[src/rtl/core/signed_int32_divider_assert.svh]
// Assertion macros for the signed divider control module
`ifndef SIGNED_INT32_DIVIDER_ASSERT_SVH
`define SIGNED_INT32_DIVIDER_ASSERT_SVH

// Same-cycle implication, disabled while reset is asserted
`define SID_ASSERT_IMPL(label, clk, rst_n, ante, cons, msg) \
    label: assert property (@(posedge clk) disable iff (!(rst_n)) (ante) |-> (cons)) \
        else $error(msg);

// Next-cycle implication, disabled while reset is asserted
`define SID_ASSERT_NEXT(label, clk, rst_n, ante, cons, msg) \
    label: assert property (@(posedge clk) disable iff (!(rst_n)) (ante) |=> (cons)) \
        else $error(msg);

`endif

[src/rtl/core/sid_pkg.sv]
// Shared constants and types for the signed divider
package sid_pkg;

    localparam int DATA_WIDTH = 32;
    localparam int CNT_W      = $clog2(DATA_WIDTH);

    localparam logic [DATA_WIDTH-1:0] MAX_POS  = {1'b0, {(DATA_WIDTH-1){1'b1}}};
    localparam logic [DATA_WIDTH-1:0] MIN_NEG  = {1'b1, {(DATA_WIDTH-1){1'b0}}};
    localparam logic [DATA_WIDTH-1:0] MINUS_ONE = {DATA_WIDTH{1'b1}};
    localparam logic [CNT_W-1:0]      LAST_BIT = CNT_W'(DATA_WIDTH - 1);

    typedef enum logic [1:0] {
        ST_IDLE,
        ST_RUN,
        ST_FINISH
    } state_t;

    typedef struct packed {
        logic load;
        logic step;
        logic emit;
    } cmd_t;

    typedef struct packed {
        logic last_step;
    } status_t;

endpackage

[src/rtl/core/sid_ctrl.sv]
// Sequencing state machine and output valid register for the signed divider
`include "signed_int32_divider_assert.svh"

module sid_ctrl (
    input  logic            clk,
    input  logic            rst_n,
    input  logic            in_valid,
    output logic            in_stall,
    output logic            out_valid,
    input  logic            out_stall,
    input  sid_pkg::status_t status,
    output sid_pkg::cmd_t    cmd
);

    sid_pkg::state_t state_reg;
    sid_pkg::state_t state_next;
    logic            out_valid_reg;
    logic            out_valid_next;
    logic            out_free;

    assign out_free  = !out_valid_reg || !out_stall;
    assign in_stall  = (state_reg != sid_pkg::ST_IDLE);
    assign out_valid = out_valid_reg;

    always_ff @(posedge clk or negedge rst_n)
    begin
        if (!rst_n)
        begin
            state_reg     <= sid_pkg::ST_IDLE;
            out_valid_reg <= 1'b0;
        end
        else
        begin
            state_reg     <= state_next;
            out_valid_reg <= out_valid_next;
        end
    end

    always_comb
    begin
        state_next = state_reg;
        cmd        = '0;
        unique case (state_reg)
            sid_pkg::ST_IDLE:
            begin
                if (in_valid)
                begin
                    cmd.load   = 1'b1;
                    state_next = sid_pkg::ST_RUN;
                end
            end
            sid_pkg::ST_RUN:
            begin
                cmd.step = 1'b1;
                if (status.last_step)
                begin
                    state_next = sid_pkg::ST_FINISH;
                end
            end
            sid_pkg::ST_FINISH:
            begin
                if (out_free)
                begin
                    cmd.emit   = 1'b1;
                    state_next = sid_pkg::ST_IDLE;
                end
            end
            default:
            begin
                state_next = sid_pkg::ST_IDLE;
            end
        endcase
    end

    always_comb
    begin
        if (cmd.emit)
        begin
            out_valid_next = 1'b1;
        end
        else if (!out_stall)
        begin
            out_valid_next = 1'b0;
        end
        else
        begin
            out_valid_next = out_valid_reg;
        end
    end

    `SID_ASSERT_NEXT(a_load_starts_run, clk, rst_n, cmd.load,
        state_reg == sid_pkg::ST_RUN, "load did not start iteration")
    `SID_ASSERT_NEXT(a_run_holds, clk, rst_n,
        (state_reg == sid_pkg::ST_RUN) && !status.last_step,
        state_reg == sid_pkg::ST_RUN, "iteration left early")
    `SID_ASSERT_NEXT(a_emit_shows, clk, rst_n, cmd.emit, out_valid_reg,
        "emitted transaction not presented")

endmodule

[src/rtl/core/sid_datapath.sv]
// Magnitude, shift-subtract iteration and sign fix-up datapath for the signed divider
module sid_datapath (
    input  logic                                clk,
    input  logic                                rst_n,
    input  sid_pkg::cmd_t                       cmd,
    output sid_pkg::status_t                    status,
    input  logic signed [sid_pkg::DATA_WIDTH-1:0] numerator,
    input  logic signed [sid_pkg::DATA_WIDTH-1:0] denominator,
    output logic signed [sid_pkg::DATA_WIDTH-1:0] quotient
);

    localparam int W = sid_pkg::DATA_WIDTH;

    logic [W-1:0]              acc_reg;
    logic [W-1:0]              acc_next;
    logic [W-1:0]              rem_reg;
    logic [W-1:0]              rem_next;
    logic [W-1:0]              den_reg;
    logic [W-1:0]              den_next;
    logic                      neg_reg;
    logic                      neg_next;
    logic                      special_reg;
    logic                      special_next;
    logic [sid_pkg::CNT_W-1:0] cnt_reg;
    logic [sid_pkg::CNT_W-1:0] cnt_next;
    logic [W-1:0]              quotient_reg;
    logic [W-1:0]              quotient_next;

    logic [W-1:0] num_u;
    logic [W-1:0] den_u;
    logic [W-1:0] rem_shift;
    logic [W:0]   diff;
    logic         fits;

    assign num_u     = numerator;
    assign den_u     = denominator;
    assign rem_shift = {rem_reg[W-2:0], acc_reg[W-1]};
    assign diff      = {1'b0, rem_shift} - {1'b0, den_reg};
    assign fits      = !diff[W];

    assign status.last_step = (cnt_reg == '0);
    assign quotient         = quotient_reg;

    always_ff @(posedge clk or negedge rst_n)
    begin
        if (!rst_n)
        begin
            cnt_reg <= '0;
        end
        else
        begin
            cnt_reg <= cnt_next;
        end
    end

    always_ff @(posedge clk)
    begin
        acc_reg      <= acc_next;
        rem_reg      <= rem_next;
        den_reg      <= den_next;
        neg_reg      <= neg_next;
        special_reg  <= special_next;
        quotient_reg <= quotient_next;
    end

    always_comb
    begin
        acc_next      = acc_reg;
        rem_next      = rem_reg;
        den_next      = den_reg;
        neg_next      = neg_reg;
        special_next  = special_reg;
        cnt_next      = cnt_reg;
        quotient_next = quotient_reg;
        if (cmd.load)
        begin
            acc_next     = num_u[W-1] ? (W'(0) - num_u) : num_u;
            den_next     = den_u[W-1] ? (W'(0) - den_u) : den_u;
            rem_next     = '0;
            neg_next     = num_u[W-1] ^ den_u[W-1];
            special_next = (den_u == '0)
                || ((num_u == sid_pkg::MIN_NEG) && (den_u == sid_pkg::MINUS_ONE));
            cnt_next     = sid_pkg::LAST_BIT;
        end
        if (cmd.step)
        begin
            rem_next = fits ? diff[W-1:0] : rem_shift;
            acc_next = {acc_reg[W-2:0], fits};
            cnt_next = cnt_reg - 1'b1;
        end
        if (cmd.emit)
        begin
            if (special_reg)
            begin
                quotient_next = sid_pkg::MAX_POS;
            end
            else
            begin
                quotient_next = neg_reg ? (W'(0) - acc_reg) : acc_reg;
            end
        end
    end

endmodule

[src/rtl/core/signed_int32_divider.sv]
// Top level of the signed 32-bit divider
// Usage:
//   Input channel in_valid/in_stall carries numerator and denominator; a
//   transaction is taken on a clock edge with in_valid high and in_stall low.
//   Output channel out_valid/out_stall carries quotient, truncated toward zero.
//   A zero divisor, and the most negative value divided by minus one, both
//   return the largest positive value.
// Timing:
//   One quotient bit is resolved per cycle by a single shared subtract and
//   compare unit, most significant bit first. A new pair is taken only after
//   the previous quotient has moved into the output register; in_stall stays
//   high until then.
//   The output register frees the input side: a new pair is accepted while
//   the previous quotient still waits to be taken.
// Reset:
//   rst_n is asynchronous and active low; it drops any pair in flight and
//   clears out_valid. If the receiver stalls, the finished quotient waits
//   inside and in_stall stays high until the output register is free.
module signed_int32_divider (
    input  logic                                  clk,
    input  logic                                  rst_n,
    input  logic                                  in_valid,
    output logic                                  in_stall,
    input  logic signed [sid_pkg::DATA_WIDTH-1:0] numerator,
    input  logic signed [sid_pkg::DATA_WIDTH-1:0] denominator,
    output logic                                  out_valid,
    input  logic                                  out_stall,
    output logic signed [sid_pkg::DATA_WIDTH-1:0] quotient
);

    sid_pkg::cmd_t    cmd;
    sid_pkg::status_t status;

    sid_ctrl u_ctrl (
        .clk       (clk),
        .rst_n     (rst_n),
        .in_valid  (in_valid),
        .in_stall  (in_stall),
        .out_valid (out_valid),
        .out_stall (out_stall),
        .status    (status),
        .cmd       (cmd)
    );

    sid_datapath u_datapath (
        .clk         (clk),
        .rst_n       (rst_n),
        .cmd         (cmd),
        .status      (status),
        .numerator   (numerator),
        .denominator (denominator),
        .quotient    (quotient)
    );

endmodule

[config.mk]
export PLATFORM = sky130hd
export DESIGN_NAME = signed_int32_divider
export DESIGN_NICKNAME = d
export VERILOG_FILES = /design/src/rtl/core/sid_pkg.sv /design/src/rtl/core/sid_ctrl.sv /design/src/rtl/core/sid_datapath.sv /design/src/rtl/core/signed_int32_divider.sv
export VERILOG_INCLUDE_DIRS = /design/src /design/src/rtl/core
export SDC_FILE = /design/constraint.sdc
export NUM_CORES = 1
export LEC_CHECK = 0
export BUFFER_PORTS_ARGS = -buffer_cell sky130_fd_sc_hd__buf_2
export CAP_MARGIN = 20
export CORE_ASPECT_RATIO = 1.2
export CORE_UTILIZATION = 40
export DETAILED_ROUTE_END_ITERATION = 10
export PLACE_DENSITY = 0.56
export SKIP_CTS_REPAIR_TIMING = 1
export SYNTH_ARGS = -nofsm -noshare
export SYNTH_HDL_FRONTEND = slang
export SYNTH_SLANG_ARGS = --single-unit
[constraint.sdc]
create_clock -name clk -period 3.15 [get_ports clk]
set_clock_uncertainty 0.05 [all_clocks]
set_input_delay 0.4725 -clock clk [delete_from_list [all_inputs] [get_ports clk]]
set_output_delay 0.4725 -clock clk [all_outputs]
set_load 0.02 [all_outputs]
# Word level (Yosys, flattened, before mapping)
# Cells that the tools add are included.
# totals
reg_bits	137
in_bits	68
out_inout_bits	34
wordCells	57
# op_classes
addsub	5
eq_ne	8
n_mux	21
bitwise	1
reduce_logical	12
# ops
operator	count
$mux W32	4
$mux W31	4
$sub A1 B32 Y32 const A	3
$eq A32 B32 Y1 const B	2
$sub A32 B32 Y33	1
$logic_not A32 Y1	1
$mux W5	2
$mux W1	7
$mux W2	3
$pmux W2 S3	1
$logic_not A5 Y1	1
$sub A5 B1 Y5 const B	1
$ne A2 B1 Y1 const B	2
$ne A2 B2 Y1 const B	2
$reduce_bool A2 Y1	2
$logic_not A1 Y1	3
$reduce_and A3 Y1	1
$eq A2 B1 Y1 const B	1
$eq A2 B2 Y1 const B	1
$logic_not A2 Y1	1
$logic_or A1 B1 Y1	2
$logic_and A1 B1 Y1	1
$xor A1 B1 Y1	1

# Longest topological paths before layout
# Gate-level depths: netlist of run 1.
# logic_depth
word_depth	5
depth_mapped	12
depth_no_buf	11

# Modules after synthesis
# From an unflattened synthesis of run 1, not the netlist that was laid out.
# unflattened
hier_cells	921
hier_area_um2	8861.0
# modules_own_cells
mod	n_inst	cells_each	area_each_um2	seq_area_each_um2
sid_datapath	1	904	8698.3	3998.8
sid_ctrl	1	17	162.7	75.1

# Worst setup path before layout of run 1
# No wires, ideal clock.
# synth_path
path_type	reg-to-reg
startpoint	register u_datapath.acc_reg[31]
endpoint	register u_datapath.rem_reg[5] (data pin)
setup_time_ns	0.266
arrival_time_ns	2.895
t_required_ns	2.834
path_slack_ns	-0.061
stages_incl_launch_ff	13
n_path_buf	1
period_less_slack_ns	3.211
cell_sequence	edfxtp_1 > inv_1 > ha_1 > fa_1 > nand2b_1 > a21o_1 > and2_1 > o31ai_1 > a31oi_1 > a21oi_1 > buf_2 > mux2i_1 > nor2_1
# synth_between
elab_chain_len	3
# synth_lines
element	line_no	text
from (decl)	sid_datapath.sv:14	logic [W-1:0] acc_reg;
from (signal assigned)	sid_datapath.sv:58	acc_reg <= acc_next;
$sub A32 B32 Y33	sid_datapath.sv:38	assign diff = {1'b0, rem_shift} - {1'b0, den_reg};
$mux W31	sid_datapath.sv:87	rem_next = fits ? diff[W-1:0] : rem_shift;
$mux W31	sid_datapath.sv:85	if (cmd.step)
to (signal assigned)	sid_datapath.sv:59	rem_reg <= rem_next;
to (decl)	sid_datapath.sv:16	logic [W-1:0] rem_reg;
# Every way passes these cells.
# A chain may end at the register's enable or synchronous reset.

# Final worst setup path of run 1
# layout_path
startpoint	register u_datapath.rem_reg[9]
endpoint	register u_datapath.rem_reg[26] (data pin)
# layout_between
elab_chain_len	3
# layout_lines
element	line_no
$sub A32 B32 Y33	sid_datapath.sv:38
$mux W31	sid_datapath.sv:87
$mux W31	sid_datapath.sv:85
# Every way passes these cells.

==> results.md, run 1 <==
- Most used DFF post-synth: edfxtp_1
- Min-delay worst type: in -> reg
- DIE AREA: about 23000 um2
- Relative slew slack: 0.317
- Reg2Reg Setup Slack: approximately 140 ps
- Initial antenna violation count: 0
- Vias in the first global route: ~7000
- Pre-CTS setup slack: -91.4 ps
- Critical Path AT: ~3100 ps
- Crit. End Element: flop
- Post-synthesis average cell area: between 9 and 10 um2
- Register bit total from synthesis: 137
- CP Launch Type: flop
- Slew Limit Fails: 0
- Fmax: approximately 330 MHz
- CTS root buffer: clkbuf_16
- Share of cells above drive strength 1: 0.206
- Post-Synth Simple-Gate Area: 0.175
- Fin worst setup slack: around 140 ps
- Placed Area: 10400 um2
- Clock buffer count from CTS: 17
- Vias per inst: 5.29
- Core footprint: ~22000 um2
- Drt total wl: between 20 and 25 mm
- Syn nets: about 1100
- Largest net degree at the start of global routing: between 60 and 70
- RD Place Congestion: approximately 0.84
- Nets@finish: ~1200
- Worst-case reg-to-reg path depth: 10
- Worst path required time: approximately 3300 ps
- Layout area overhead: 21.6%
- FP Rows: 60
- FF-to-FF Start: u_datapath.rem_reg[9]
- Final Hold Violating Endpoints: 0
- Commonest non-fill, non-tap cell in the layout: edfxtp_1
- Post-Synthesis Cells: 949
- Drt initial violations: around 480
- Core Util, Final: 0.496
- GRT Resource Usage Total: 0.192
- First-pass GRT wire length: roughly 36 mm
- Fillers: around 2100
- Tcrit/Tclk final: 0.957
- CP Max Fanout: 8
- Setup violators final: 0
- Congestion Overflow GR: 0
- Critical path class: reg -> reg
- RSZ-0062 raised after global routing: yes
- Clock slew at reported path FFs: 60 ps
- Clk_lat worst skew: 420 ps
- H-tree depth: 4
- Hpwl dp: between 15 and 20 mm
- Mux cell area share after synthesis: 0.0252
- Sequential fraction of the synthesis area: 0.447
- # diodes: 0
- Max-cap violations: 0
- R2R Path End: u_datapath.rem_reg[26]
- Vias: between 7000 and 8000
- Largest family of logic cells by synthesized area: simple AND/OR/NAND/NOR gates
- Setup tns final: 0 ps
- CTS tree: done
- # DRC: 0
- Netlist cell types: between 60 and 70
- Ports: 102
- Async SR Flop Fraction: 0.0584
- PortBufs: roughly 100
- Synth Area in XOR/XNOR: 0.0998
- DRT antenna net count: 0
- Worst-Margin Slew: approximately 1000 ps
- Avg WL per Cell: 15.4 um
- Min cycle time layout: 3010 ps
- Ys Warns: 0
- Min-delay src: in_valid
- PD cells: approximately 920 nW/um2
- Adder-cell share of the synthesized area: 0.0543
- Hold Path Depth: 3
- Post-synth EDFFs: roughly 130
- Outcome: finished, final reports clean
- Commonest cells after routing, fill and taps aside: 129 x edfxtp_1, 119 x nand2_1, 101 x buf_2
- Chip height: around 170 um
- CTS max path bufs: 2
- Initial Utilization: 0.408
- Compound-cell area share of the yosys netlist: 0.160
- First-pass detailed-route iteration total: 5
- Final Instance Area: between 10000 and 15000 um2
- Clock sink count: between 100 and 150
- LEAKAGE: between 0.004 and 0.005 uW
- Worst ir drop on vdd: approximately 0.42 mV
- Mapped cell area: a little over 9000 um2
- Die X: about 140 um
- WHS Endpoint: u_ctrl.state_reg[0]
-- stage by stage --
stage,power [uW],hold slack (ps),instances
2_1_floorplan,6630,127,949
3_3_place_gp,8020,275,1363
3_5_place_dp,8070,279,1363
4_1_cts,10200,-179,1395
5_1_grt,11000,287,1396
6_report,10200,280,1396
-- cell families (layout without fill, tap and decap cells) --
group / count (synthesis) / count (layout)
AND/OR/NAND/NOR: 322 / 322
AO/OA/AOI/OAI: 230 / 230
XOR/XNOR: 104 / 104
buffers and inverters: 94 / 262
flip-flops: 137 / 137
adder cells (fa/ha/maj): 39 / 39
multiplexers: 23 / 23
-- power breakdown --
part | total (uW) | switching (uW) | internal, uW
registers | 3330 | 414 | 2920
logic | 4830 | 2740 | 2090
clock network | 2070 | 825 | 1250
total | 10200 | 3980 | 6250
-- metal layers --
| metal | up-vias | track usage | part of all wire | wire length [um] |
|---|---|---|---|---|
| li1 | 3788 | - | - | - |
| met1 | 3424 | 0.242 | 0.45 | 9700 |
| met5 | - | 0 | 0 | 0 |
| met2 | 152 | 0.337 | 0.50 | 10800 |
| met3 | 24 | 0.0266 | 0.033 | 710 |
| met4 | 0 | 0.0616 | 0.014 | 299 |
-- synth_stat cells (15+ instances only) --
cell	number	area share
nor2_1	61	0.025
nor3_1	17	0.0093
or3_1	23	0.016
a21oi_1	41	0.022
ha_1	38	0.052
nand3_1	20	0.011
nand2_1	120	0.049
o31ai_1	29	0.024
mux2i_1	23	0.025
xor2_1	55	0.053
clkbuf_1	34	0.014
xnor2_1	49	0.047
edfxtp_1	129	0.42
nand2b_1	15	0.010
o21ai_0	80	0.044
nand4_1	15	0.010
inv_1	55	0.023
-- worst max-delay path, stage by stage, from the launching register on --
cell       delay, ps
edfxtp_1         420
ha_2             440
nand3_1          110
or3_1            390
a2111oi_1        390
nor2_1           210
a311oi_2         300
buf_4            170
nand3_1           70
nand4_1          120
a21oi_1           70
-- worst max path at each step --
stage / from / end
after floorplan: u_datapath.acc_reg[31] / u_datapath.rem_reg[5]
after global placement: numerator[8] / u_datapath.acc_reg[28]
final: u_datapath.rem_reg[9] / u_datapath.rem_reg[26]
after detailed placement: numerator[8] / u_datapath.acc_reg[28]
after global routing: u_datapath.acc_reg[31] / u_datapath.rem_reg[9]
after CTS: u_datapath.acc_reg[31] / u_datapath.rem_reg[9]
-- final cells by class --
type                            count  area [um2]  share of cell area
Timing Repair Buffer              175        1090              0.0984
Clock buffer                       17         425              0.0384
Clock inverter                     15         175              0.0158
Tap cell                          279         349              0.0315
Sequential cell                   137        4070               0.367
Inverter                           55         206              0.0186
Multi-Input combinational cell    718        4770               0.430
(Power assumes the default switching activity.)
==> inputs of run 2 (changes only) <==
- CORE_UTILIZATION: 40 -> 45
- PLACE_DENSITY: 0.56 -> 0.62
==> run 2 against run 1 <==
  * Fmax rose by 1.3%
  * Non-clock buffer count fell by 11
  * First-iteration DRC count fell by 13%
  * Sequential cell count did not move
  * Register-to-register slack improved by 40 ps
  * Die area fell by 11%
  * Via count barely moved
  * Global-route usage rose by 1.5 points
  * Wire length fell by 2.3%
  * Clock power rose by 11%
  * Critical path depth rose by 3
  * Largest power group unchanged
==> results.md, run 2 (synthesis results as in run 1) <==
- FP Rows: 56 (-6.7%)
- Setup violators final: 0 (unchanged)
- Area occupied by multi-input gates: 4770 um2 (+0.11%)
- H-tree depth: 4 (unchanged)
- Met3 Resource Use GR: 0.0352 (+0.00863)
- Hold Path Depth: 3 (unchanged)
- Drt initial violations: 417 (-13%)
- Drt total wl: 21.1 mm (-2.3%)
- Met1 usage: 0.252 (+0.00996)
- CP Launch Type: flop
- Core footprint: 19700 um2 (-12%)
- Relative slew slack: 0.325 (+0.00845)
- Commonest cells after routing, fill and taps aside: 129 x edfxtp_1, 119 x nand2_1, 101 x buf_2
- Placed Area: 10300 um2 (-1.2%)
- WHS Endpoint: u_ctrl.out_valid
- Min-delay src: out_stall
- Initial Utilization: 0.463 (+0.0556)
- # diodes: 0 (unchanged)
- R2R Path End: u_datapath.rem_reg[10]
- Clock slew at reported path FFs: 60 ps (about the same)
- Worst ir drop on vdd: 0.472 mV (+13%)
- Busiest grt layer: met2
- CTS root buffer: clkbuf_16
- DIE AREA: 20900 um2 (-11%)
- Nets@finish: 1200 (-0.91%)
- Fillers: 1760 (-17%)
- Worst-Margin Slew: 1010 ps (-10.4 ps)
- Vias per inst: 5.40 (+2.1%)
- GRT Resource Usage Total: 0.207 (+0.0149)
- Vias: 7386 (-0.027%)
- FF/Latch Area: 4070 um2 (unchanged)
- Worst path required time: 3260 ps (about the same)
- GR Util met2: 0.375 (+0.0375)
- Congestion Overflow GR: 0 (unchanged)
- Final Hold Violating Endpoints: 0 (unchanged)
- Clock sink count: 137 (unchanged)
- RD Place Congestion: 0.866 (+3.5%)
- CP Max Fanout: 10 (+2)
- Core Util, Final: 0.564 (+0.0678)
- Tcrit/Tclk final: 0.944 (-0.0127)
- FF-to-FF Start: u_datapath.acc_reg[31]
- Min-delay worst type: in -> reg
- Vias in the first global route: 6983 (-1.7%)
- LEAKAGE: 0.00448 uW (about the same)
- Max-cap violations: 0 (unchanged)
- Fmax: 336 MHz (+1.3%)
- Min cycle time layout: 2970 ps (-40.1 ps)
- Outcome: finished, final reports clean
- Slew Limit Fails: 0 (unchanged)
- DRT antenna net count: 0 (unchanged)
- Die X: 132 um (-5.6%)
- PortBufs: 101 (unchanged)
- Commonest non-fill, non-tap cell in the layout: edfxtp_1
- Crit. End Element: flop
- # DRC: 0 (unchanged)
- CTS max path bufs: 2 (unchanged)
- Avg WL per Cell: 15.4 um (-0.23%)
- Hpwl dp: 15.7 mm (-4.8%)
- Critical Path AT: 3080 ps (-50 ps)
- First-pass GRT wire length: 33.9 mm (-4.8%)
- Ports: 102 (unchanged)
- Largest net degree at the start of global routing: 72 (+13%)
- Final Instance Area: 11100 um2 (about the same)
- Chip height: 158 um (-5.6%)
- Clock buffer count from CTS: 17 (unchanged)
- Worst-case reg-to-reg path depth: 13 (+3)
- First-pass detailed-route iteration total: 4 (-1)
- CTS tree: done
- Reg2Reg Setup Slack: 180 ps (+40 ps)
- Share of cells above drive strength 1: 0.198 (-0.00790)
- Clk_lat worst skew: 430 ps (about the same)
- Initial antenna violation count: 0 (unchanged)
- PD cells: 947 nW/um2 (+2.7%)
- Critical path class: reg -> reg
- Layout area overhead: 21.6% (about the same)
[run 2: cell types whose count changed in the layout (fill, tap and decap cells not counted), sizes merged]
cell,change
inv,+1
clkinvlp,-1
clkbuf,+3
bufinv,+3
clkinv,-4
buf,-13
[run 2: area by class of cell]
type,instances,share of cell area
clock inverter,14,0.0220
clock buffer,18,0.0387
sequential,137,0.367
inverter,55,0.0186
timing repair buffer,164,0.0938
multi-input combinational,718,0.430
tap,261,0.0294
[run 2: worst max path at each step]
stage,start,to,slack (ps),depth (start not counted)
final,u_datapath.acc_reg[31],u_datapath.rem_reg[10],180,13
after global routing,u_datapath.acc_reg[31],u_datapath.rem_reg[2],-20,13
after CTS,u_datapath.acc_reg[31],u_datapath.rem_reg[17],60,12
after detailed placement,numerator[4],u_datapath.acc_reg[27],-150,9
after global placement,numerator[8],u_datapath.acc_reg[26],-100,10
after floorplan,u_datapath.acc_reg[31],u_datapath.rem_reg[5],90,12
[run 2: power by group]
part	switching [uW]	total (uW)	internal (uW)	leakage (uW)
sequential	433	3350	2920	0.00137
clock	808	2300	1490	0.000322
combinational	2740	4850	2110	0.00279
[run 2: stage by stage]
stage          total power, uW  instances  TNS (ps)  hold slack [ps]  worst slack, ps
5_1_grt                  11200       1367     -27.9              285            -16.8
3_5_place_dp              7980       1330      -544              275             -145
2_1_floorplan             6630        949         0              127             91.0
3_3_place_gp              7940       1330      -396              275             -104
4_1_cts                  10300       1362         0             -175             62.2
6_report                 10500       1367         0              275              176
[run 2: critical path: stages (launching register included)]
cell	delay, ps
edfxtp_1	360
inv_1	70
ha_1	220
fa_1	380
nand2b_1	170
a21o_1	160
and2_1	170
o31ai_4	260
a31oi_2	150
a21oi_4	170
buf_4	160
clkbuf_16	170
mux2i_1	180
nor2_1	60
[run 2: routing by layer]
metal,part of all wire,vias up
li1,-,3765
met1,0.45,3431
met2,0.50,160
met3,0.036,30
met4,0.018,0
met5,0,-
==> inputs of run 3 (changes only) <==
- REMOVE_ABC_BUFFERS: not set -> 1
==> run 3 against run 2 <==
  * Non-clock buffer count up 5
  * Setup slack worse by 58 ps
  * Clock power down 14%
  * Sequential share of layout area about the same
  * Design area down 0.10%
  * Global-route usage up 1.2 points
  * Hold slack worse by 7.3 ps
  * Via count up 1.7%
==> results.md, run 3 (synthesis results as in run 1) <==
- DRT antenna net count: 0 (unchanged)
- First-pass GRT wire length: 35.6 mm (+5.1%)
- Crit path depth: 14 (+1)
- GR Util met2: 0.397 (+0.0222)
- Largest net degree at the start of global routing: 43 (-40%)
- Critical path class: reg -> reg
- Worst path required time: 3260 ps (about the same)
- Final Hold Violating Endpoints: 0 (unchanged)
- Chip height: 158 um (unchanged)
- Clock buffer count from CTS: 17 (unchanged)
- Fillers: 1784 (+1.4%)
- Worst-Margin Slew: 1020 ps (+10.8 ps)
- Commonest cells after routing, fill and taps aside: 129 x edfxtp_1, 119 x nand2_1, 101 x buf_2
- Final Non-Filler Cells: 1376 (+0.66%)
- Die X: 132 um (unchanged)
- Placed cells: 1335 (+0.38%)
- Vias per inst: 5.46 (+1.1%)
- Crit. End Element: flop
- Switching pwr: 4060 uW (+1.8%)
- Met1 usage: 0.261 (+0.00828)
- Commonest non-fill, non-tap cell in the layout: edfxtp_1
- Fmax: 330 MHz (-1.9%)
- Drt total wl: 22.5 mm (+6.7%)
- Core footprint: 19700 um2 (unchanged)
- Min-delay worst type: in -> reg
- Cell Chain, Critical Path: inv_1 -> ha_2 -> fa_2 -> nand2b_1 -> a21o_1 -> and2_1 -> o31ai_2 -> buf_4 -> a31oi_2 -> a21oi_4 -> buf_12 -> buf_12 -> mux2i_2 -> nor2_1
- CTS root buffer: clkbuf_16
- Met3 Resource Use GR: 0.0381 (+0.00288)
- Min cycle time layout: 3030 ps (+58.4 ps)
- # DRC: 0 (unchanged)
- Sequential power share: 0.327 (+0.008)
- Slew Limit Fails: 0 (unchanged)
- FP Rows: 56 (unchanged)
- CP Launch Type: flop
- Combinational Power Share: 0.481 (+0.019)
- Vias in the first global route: 7218 (+3.4%)
- RD Place Congestion: 0.860 (-0.65%)
- Tcrit/Tclk final: 0.963 (+0.0185)
- FF/Latch Area: 4070 um2 (unchanged)
- CP Max Fanout: 5 (-5)
- Clock slew at reported path FFs: 60 ps (about the same)
- PortBufs: 101 (unchanged)
- Area occupied by multi-input gates: 4790 um2 (+0.26%)
- Worst ir drop on vdd: 0.440 mV (-6.8%)
- Critical Path AT: 3140 ps (+60 ps)
- First-pass detailed-route iteration total: 5 (+1)
- Congestion Overflow GR: 0 (unchanged)
- CTS tree: done
- Clock sink count: 137 (unchanged)
- Max-cap violations: 0 (unchanged)
- Clock network power share: 0.192 (-0.027)
- Outcome: finished, final reports clean
- Ports: 102 (unchanged)
- Drt initial violations: 517 (+24%)
- PD cells: 923 nW/um2 (-2.5%)
- Worst path buffer plus inverter count: 4 (+1)
- Avg WL per Cell: 16.3 um (+6.0%)
- GRT Resource Usage Total: 0.219 (+0.0120)
- Initial Utilization: 0.463 (unchanged)
- Layout area overhead: 21.5%
- Nets@finish: 1205 (+0.42%)
- CTS max path bufs: 2 (unchanged)
- Hold Path Depth: 1 (-2)
- Max stage delay on crit path: 370 ps (about the same)
- Slowest CP cell: fa_2
- Final Power: 10200 uW (-2.6%)
- Share of cells above drive strength 1: 0.208 (+0.00991)
- Setup violators final: 0 (unchanged)
- Power Internal: 6180 uW (-5.3%)
- LEAKAGE: 0.00446 uW (-0.56%)
- DIE AREA: 20900 um2 (unchanged)
- Busiest grt layer: met2
- Most frequent CP cell: buf_12
- H-tree depth: 4 (unchanged)
- Relative slew slack: 0.317 (-0.00869)
- Worst-case reg-to-reg path depth: 14 (+1)
- Clk_lat worst skew: 430 ps (about the same)
- Vias: 7514 (+1.7%)
- Switching share of total power: 0.396 (+0.0170)
- Hpwl dp: 16.5 mm (+4.7%)
- CP top delay family: compound AO/OA/AOI/OAI gates
- Initial antenna violation count: 3 (+3)
run 3: cell types whose count changed in the layout (fill, tap and decap cells not counted), sizes merged:
cell,before,now
clkbuf,20,21
inv,58,62
buf,161,166
bufinv,6,1
diode,0,4
run 3: final cells by class:
type / instances / share of cell area
clock buffers: 19 / 0.0400
clock inverters: 13 / 0.0121
flip-flops and latches: 137 / 0.368
diodes: 4 / 0.000903
inverters: 55 / 0.0186
multi-input cells: 718 / 0.432
repair buffers: 169 / 0.0996
well taps: 261 / 0.0295
run 3: worst paths after layout:
check / start / to / slack (ps)
max reg2reg: u_datapath.acc_reg[31] / u_datapath.rem_reg[3] / 120
min in group asynchronous: rst_n / u_datapath.cnt_reg[2] / 390
min reg2reg: u_datapath.cnt_reg[0] / u_datapath.cnt_reg[0] / 460
max in group asynchronous: rst_n / u_datapath.cnt_reg[3] / 2480
max: u_datapath.acc_reg[31] / u_datapath.rem_reg[3] / 120
min: denominator[0] / u_datapath.den_reg[0] / 270
run 3: power groups by stage:
stage                     sequential [uW]  clock (uW)  combinational [uW]
after detailed placement             3370           0                4640
after floorplan                      3270           0                3310
final                                3350        1970                4920
after global routing                 3420        2050                5490
after CTS                            3340        1990                4680
after global placement               3360           0                4590
run 3: per-stage QoR:
| stage | TNS [ps] | util | setup WS [ps] | area (um2) | hold slack [ps] |
|---|---|---|---|---|---|
| CTS | 0 | 0.555 | 36.6 | 10900 | -172 |
| finish | 0 | 0.563 | 118 | 11100 | 268 |
| global route | -26.0 | 0.563 | -23.3 | 11100 | 278 |
| floorplan | -54790 | - | -1830 | 8970 | 127 |
| detailed placement | -66.5 | 0.526 | -62.0 | 10300 | 280 |
| global placement | -6.33 | 0.526 | -6.33 | 10300 | 278 |
run 3: metal layers:
metal | routed length (um) | part of all wire
met5 | 11 | 0.00049
met4 | 512 | 0.023
met3 | 934 | 0.042
met2 | 11200 | 0.50
met1 | 9780 | 0.44
